===== src/rtl/ahih_pkg.sv =====
`timescale 1ns / 1ps

package ahih_pkg;

	// fixed field widths of the item payloads
	localparam int START_W   = 20;
	localparam int BCOUNT_W  = 9;
	localparam int TIME_W    = 48;
	localparam int HSEL_W    = 2;
	localparam int BINIDX_W  = 16;
	localparam int STATUS_W  = 2;
	localparam int OUTCNT_W  = 32;

	// interval divider: 48-bit tick difference over ticks per bin
	localparam int TICKS_PER_BIN = 1000000;
	localparam int QUOT_W        = 29;

	localparam int KIND_W = 2;
	localparam int REC_W  = TIME_W + KIND_W;

	localparam logic [KIND_W-1:0] KIND_NONE  = 2'd0;
	localparam logic [KIND_W-1:0] KIND_READ  = 2'd1;
	localparam logic [KIND_W-1:0] KIND_WRITE = 2'd2;

	localparam logic OP_BLOCK   = 1'b0;
	localparam logic OP_READOUT = 1'b1;

	localparam logic [STATUS_W-1:0] STATUS_APPLIED = 2'd0;
	localparam logic [STATUS_W-1:0] STATUS_DROPPED = 2'd1;
	localparam logic [STATUS_W-1:0] STATUS_READOUT = 2'd2;

	typedef struct packed {
		logic                opcode;
		logic                is_write;
		logic [START_W-1:0]  start_block;
		logic [BCOUNT_W-1:0] block_count;
		logic [TIME_W-1:0]   timestamp;
		logic [HSEL_W-1:0]   hist_select;
		logic [BINIDX_W-1:0] bin_index;
	} req_item_t;

	typedef struct packed {
		logic [STATUS_W-1:0] status;
		logic [OUTCNT_W-1:0] bin_count;
	} rsp_item_t;

	typedef enum logic [3:0] {
		ST_CLEAR,
		ST_IDLE,
		ST_BLK_RD,
		ST_BLK_CHK,
		ST_DIV,
		ST_HIST_RD,
		ST_HIST_UPD,
		ST_RDOUT,
		ST_RDOUT_CAP,
		ST_DONE
	} state_t;

endpackage


===== src/rtl/ahih_div.sv =====
`timescale 1ns / 1ps

module ahih_div import ahih_pkg::*; (
	input  logic              clk,
	input  logic              arst_n,
	input  logic              start,
	input  logic [TIME_W-1:0] dividend,
	output logic              done,
	output logic [QUOT_W-1:0] quotient
);

	// ticks per bin is 2^6 * 15625: drop six bits, then multiply by the rounded-up
	// reciprocal of 15625 and keep the top bits
	localparam int PRE_SHIFT = 6;
	localparam int ODD_DIV   = TICKS_PER_BIN >> PRE_SHIFT;
	localparam int Y_W       = TIME_W - PRE_SHIFT;
	localparam int ODD_BITS  = $clog2(ODD_DIV);
	localparam int RECIP_SH  = Y_W + ODD_BITS;
	localparam int M_W       = Y_W + 1;
	localparam int YL_W      = Y_W / 2;
	localparam int ML_W      = M_W - YL_W;
	localparam int OPB_W     = ML_W;
	localparam int PP_W      = YL_W + OPB_W;
	localparam int ACC_W     = Y_W + M_W;
	localparam logic [63:0]    RECIP_FULL =
		((64'd1 << RECIP_SH) + 64'(ODD_DIV - 1)) / 64'(ODD_DIV);
	localparam logic [M_W-1:0] RECIP      = M_W'(RECIP_FULL);
	localparam logic [1:0]     LAST_STEP  = 2'd3;

	logic             busy_q;
	logic             done_q;
	logic [1:0]       step_q;
	logic [Y_W-1:0]   y_q;
	logic [ACC_W-1:0] acc_q;
	logic [YL_W-1:0]  op_a;
	logic [OPB_W-1:0] op_b;
	logic [PP_W-1:0]  prod;
	logic [ACC_W-1:0] prod_sh;

	// one partial product per step: step bit 1 picks the upper dividend half,
	// step bit 0 the upper reciprocal half
	always_comb begin
		op_a = step_q[1] ? y_q[Y_W-1:YL_W] : y_q[YL_W-1:0];
		op_b = step_q[0] ? OPB_W'(RECIP[M_W-1:ML_W]) : RECIP[ML_W-1:0];
		prod = PP_W'(op_a) * PP_W'(op_b);
		case (step_q)
			2'd0:    prod_sh = ACC_W'(prod);
			2'd1:    prod_sh = ACC_W'(prod) << ML_W;
			2'd2:    prod_sh = ACC_W'(prod) << YL_W;
			2'd3:    prod_sh = ACC_W'(prod) << (YL_W + ML_W);
			default: prod_sh = ACC_W'(prod);
		endcase
	end

	always_ff @(posedge clk or negedge arst_n) begin
		if (!arst_n) begin
			busy_q <= 1'b0;
			done_q <= 1'b0;
			step_q <= '0;
		end else begin
			done_q <= 1'b0;
			if (start) begin
				busy_q <= 1'b1;
				step_q <= '0;
			end else if (busy_q) begin
				step_q <= step_q + 1'b1;
				if (step_q == LAST_STEP) begin
					busy_q <= 1'b0;
					done_q <= 1'b1;
				end
			end
		end
	end

	always_ff @(posedge clk) begin
		if (start) begin
			y_q   <= dividend[TIME_W-1:PRE_SHIFT];
			acc_q <= '0;
		end else if (busy_q) begin
			acc_q <= acc_q + prod_sh;
		end
	end

	assign done     = done_q;
	assign quotient = acc_q[RECIP_SH +: QUOT_W];

	a_done_pulse: assert property (@(posedge clk) disable iff (!arst_n)
		done |=> !done)
		else $error("divider done held for more than one cycle");

	a_done_after_busy: assert property (@(posedge clk) disable iff (!arst_n)
		done |-> !busy_q && $past(busy_q))
		else $error("divider done without a finished run");

	a_start_when_free: assert property (@(posedge clk) disable iff (!arst_n)
		start |-> !busy_q)
		else $error("divider started while busy");

endmodule


===== config.mk =====
export PLATFORM = sky130hd
export DESIGN_NAME = ahih_div
export DESIGN_NICKNAME = d
export VERILOG_FILES = /design/src/rtl/ahih_pkg.sv /design/src/rtl/ahih_div.sv
export SDC_FILE = /design/constraint.sdc
export NUM_CORES = 1
export LEC_CHECK = 0
export BUFFER_PORTS_ARGS = -buffer_cell sky130_fd_sc_hd__buf_4
export CORE_ASPECT_RATIO = 0.75
export CORE_MARGIN = 2
export CORE_UTILIZATION = 45
export DETAILED_ROUTE_END_ITERATION = 12
export PLACE_DENSITY = 0.6
export RECOVER_POWER = 25
export SKIP_LAST_GASP = 1
export SLEW_MARGIN = 20
export SYNTH_ARGS = -nofsm -noshare
export SYNTH_HDL_FRONTEND = slang
export SYNTH_SLANG_ARGS = --single-unit

===== constraint.sdc =====
create_clock -name clk -period 31.2 [get_ports clk]
set_clock_uncertainty 0.2 [all_clocks]
set_input_delay 6.24 -clock clk [delete_from_list [all_inputs] [get_ports clk]]
set_output_delay 6.24 -clock clk [all_outputs]
set_load 0.01 [all_outputs]

==> impl_results.md <==
- Critical Path RT: roughly 31,000 ps
- Top Ports: 81
- Num rows: 70
- Post-CTS sizing: 0
- Synthesis-stage register bit count: 131
- Syn Inst Count: 2,586
- Hold Vio Cnt, Final: 0
- Largest net degree at the start of global routing: 74
- Worst Hold End: acc_q[75]$_SDFFE_PP0P_
- EDFF count, synth: 42
- Hold depth: 2
- Wire length per cell: 20.30 microns
- CTS tree: done
- Reg2Reg Capture Point: acc_q[82]$_SDFFE_PP0P_
- Worst-Margin Slew: 4127 ps
- Layout area overhead: 6.163%
- Max-cap violations: 1
- Final Cycle Share: 0.3961
- Netlist cell types: 93
- Final setup viols: 0
- Hold Buf Count CTS: 0
- FMAX: 80.92 MHz
- Core region area: 48,960 sq um
- Hold_sp: acc_q[75]$_SDFFE_PP0P_
- Dominant cells by area after synthesis: fa_1 (22%), ha_1 (18%), dfxtp_1 (7.6%), inv_1 (6.8%), edfxtp_1 (5.6%)
- Top_reg_cell synth: dfxtp_1
- Vias in the first global route: ~18,000
- Worst hold path type: reg -> reg
- Crit Path Class: reg -> reg
- Startpoint Class: flop
- Setup TNS: 0 ps
- ANT cells: 0
- Most frequent cells after synthesis: inv_1 (408), ha_1 (315), fa_1 (247), nor2_1 (208), a21oi_1 (173)
- Most frequent CP cell: fa_1
- Initial Utilization: 0.4582
- Storage cell area: 3067 sq um
- CTS root buffer: clkbuf_16
- First-pass GRT wire length: 102,300 microns
- Place WS: ~19,000 ps
- All-layer global routing usage: 0.2594
- Die H: 197.4 microns
- Outcome: finished, violations left
- Failing checks: max-capacitance violations, max-slew violations
- Most frequent cell after synthesis: inv_1
- Mapped Avg Cell Area: 8.675 sq um
- Multi-input logic area: 17,220 sq um
- Inserted Clock Buffers: 17
- Fraction of layout instances using a drive strength above 1: 0.06223
- Number of port buffers: between 70 and 80
- Iteration-0 DRC Markers: 1,797
- Netlist Area Pre-Place: between 20,000 and 25,000 sq um
- DRC: 0
- RSZ-0062 raised after global routing: no
- FF-to-FF Start: step_q[1]$_DFFE_PN0P_
- Detailed Route WL: 65,360 microns
- Seq/Total Area, Yosys: 0.1365
- Die Footprint: 51,670 sq um
- Die Wd: 261.8 microns
- Maximum clock path buffer count: 2
- Routed via count: 18,390
- First-pass DRT Iterations: 9
- Crit path max fanout: 12
- Reg2reg path depth: 39
- Post-layout util: 0.4864
- Top-area cell type share of the netlist area: 0.2204
- Vias per cell: 5.712
- Final Worst Setup Slack: 18,840 ps
- Gpl congestion: 0.9343
- Slowest CP cell: a211oi_1
- Fillers: 4,780
- Global route total overflow: 0
- Asr flop ratio synth: 0.03053
- Critical path launch point: step_q[1]$_DFFE_PN0P_
- Clk sinks: 131
- Critical path arrival: 12,510 ps
- Max_slew headroom: -1.751
- Initial antenna violation count: 0
- Clock slew at reported path FFs: approximately 70 ps
- CP Capture Type: flop
- Reg2reg setup slack: 18,840 ps
- Final ANT Viol Nets: 0
- Max-slew violation count: 74
- Dpl hpwl: 54,910 microns
- Clock Latency Late Sink: around 470 ps
- Max incr delay on CP: about 660 ps
- Post-CTS setup buffers: 0
- # H-tree levels: 4
- Yosys top cell by area: fa_1
- Warnings from Yosys: 0
- Tmin final: roughly 12,000 ps
- Total Nets Final: 3,173
[layout by cell type, fill, tap and decap left out, drive strengths merged, types with 17 or more instances in the layout]
| cell type | n |
|---|---|
| a31oi | 25 |
| and3 | 31 |
| dfxtp | 85 |
| xnor2 | 73 |
| nor3 | 23 |
| nor2b | 17 |
| buf | 40 |
| o21ai | 96 |
| o21bai | 22 |
| mux2i | 73 |
| xor2 | 39 |
| conb | 20 |
| nand4 | 36 |
| o221ai | 21 |
| nand2 | 152 |
| a21o | 62 |
| nand3 | 36 |
| nor2 | 209 |
| fa | 247 |
| ha | 315 |
| clkbuf | 67 |
| and2 | 28 |
| inv | 412 |
| or2 | 17 |
| a221oi | 21 |
| edfxtp | 42 |
| a21oi | 176 |
[worst max-delay path, delay by kind of cell, from the launching register on]
family / cells / cell delay, ps
multiplexers: 2 / 730
adder cells (fa/ha/maj): 9 / 4550
flip-flops: 1 / 350
AND/OR/NAND/NOR: 8 / 1670
AO/OA/AOI/OAI: 12 / 3240
XOR/XNOR: 1 / 600
buffers and inverters: 7 / 840
[kinds of logic (layout without fill, tap and decap cells)]
kind of cell | count (synthesis) | count (layout) | synth area share
fa+ha+maj | 562 | 562 | 0.3961
other cells | 2 | 20 | 0.0003348
xor+xnor | 112 | 112 | 0.04373
flops | 131 | 131 | 0.1365
compound gates | 546 | 546 | 0.1630
buf+inv | 557 | 524 | 0.09917
mux | 78 | 78 | 0.03508
simple gates | 598 | 598 | 0.1261
[worst max path at each step]
stage / to / slack [ps] / cells after the start
2_1_floorplan: acc_q[82]$_SDFFE_PP0P_ / 20260 / 42
3_3_place_gp: acc_q[82]$_SDFFE_PP0P_ / 19000 / 39
3_5_place_dp: acc_q[82]$_SDFFE_PP0P_ / 19010 / 39
4_1_cts: acc_q[82]$_SDFFE_PP0P_ / 18950 / 39
5_1_grt: acc_q[78]$_SDFFE_PP0P_ / 18090 / 38
6_report: acc_q[82]$_SDFFE_PP0P_ / 18840 / 39
[sequential cells by signal, indices dropped and copies added, names as in the netlist]
name / count
acc_q: 85
busy_q: 1
y_q: 42
done: 1
step_q: 2
[area by class of cell]
type | instances | share of cell area
Clock buffer | 23 | 0.02054
Clock inverter | 7 | 0.002995
Inverter | 410 | 0.06462
Multi-Input combinational cell | 1916 | 0.7229
Sequential cell | 131 | 0.1288
Tap cell | 648 | 0.03404
Timing Repair Buffer | 84 | 0.02616
[stage by stage]
stage               std cells  cell area (sq um)  hold WS [ps]
detailed placement       3189              23260         268.0
global route             3219              23820         313.4
CTS                      3219              23820         277.3
finish                   3219              23820         275.0
global placement         3189              23260         275.7
floorplan                2604              22500         243.2
[per-layer routing]
metal,GRT usage,part of all wire
met5,0,0
met4,0.04609,0.012
met3,0.05466,0.091
met2,0.3549,0.40
met1,0.4141,0.50
Power is not shown: default switching activity piles up to over one toggle a cycle in this logic, so the estimate is an artifact.
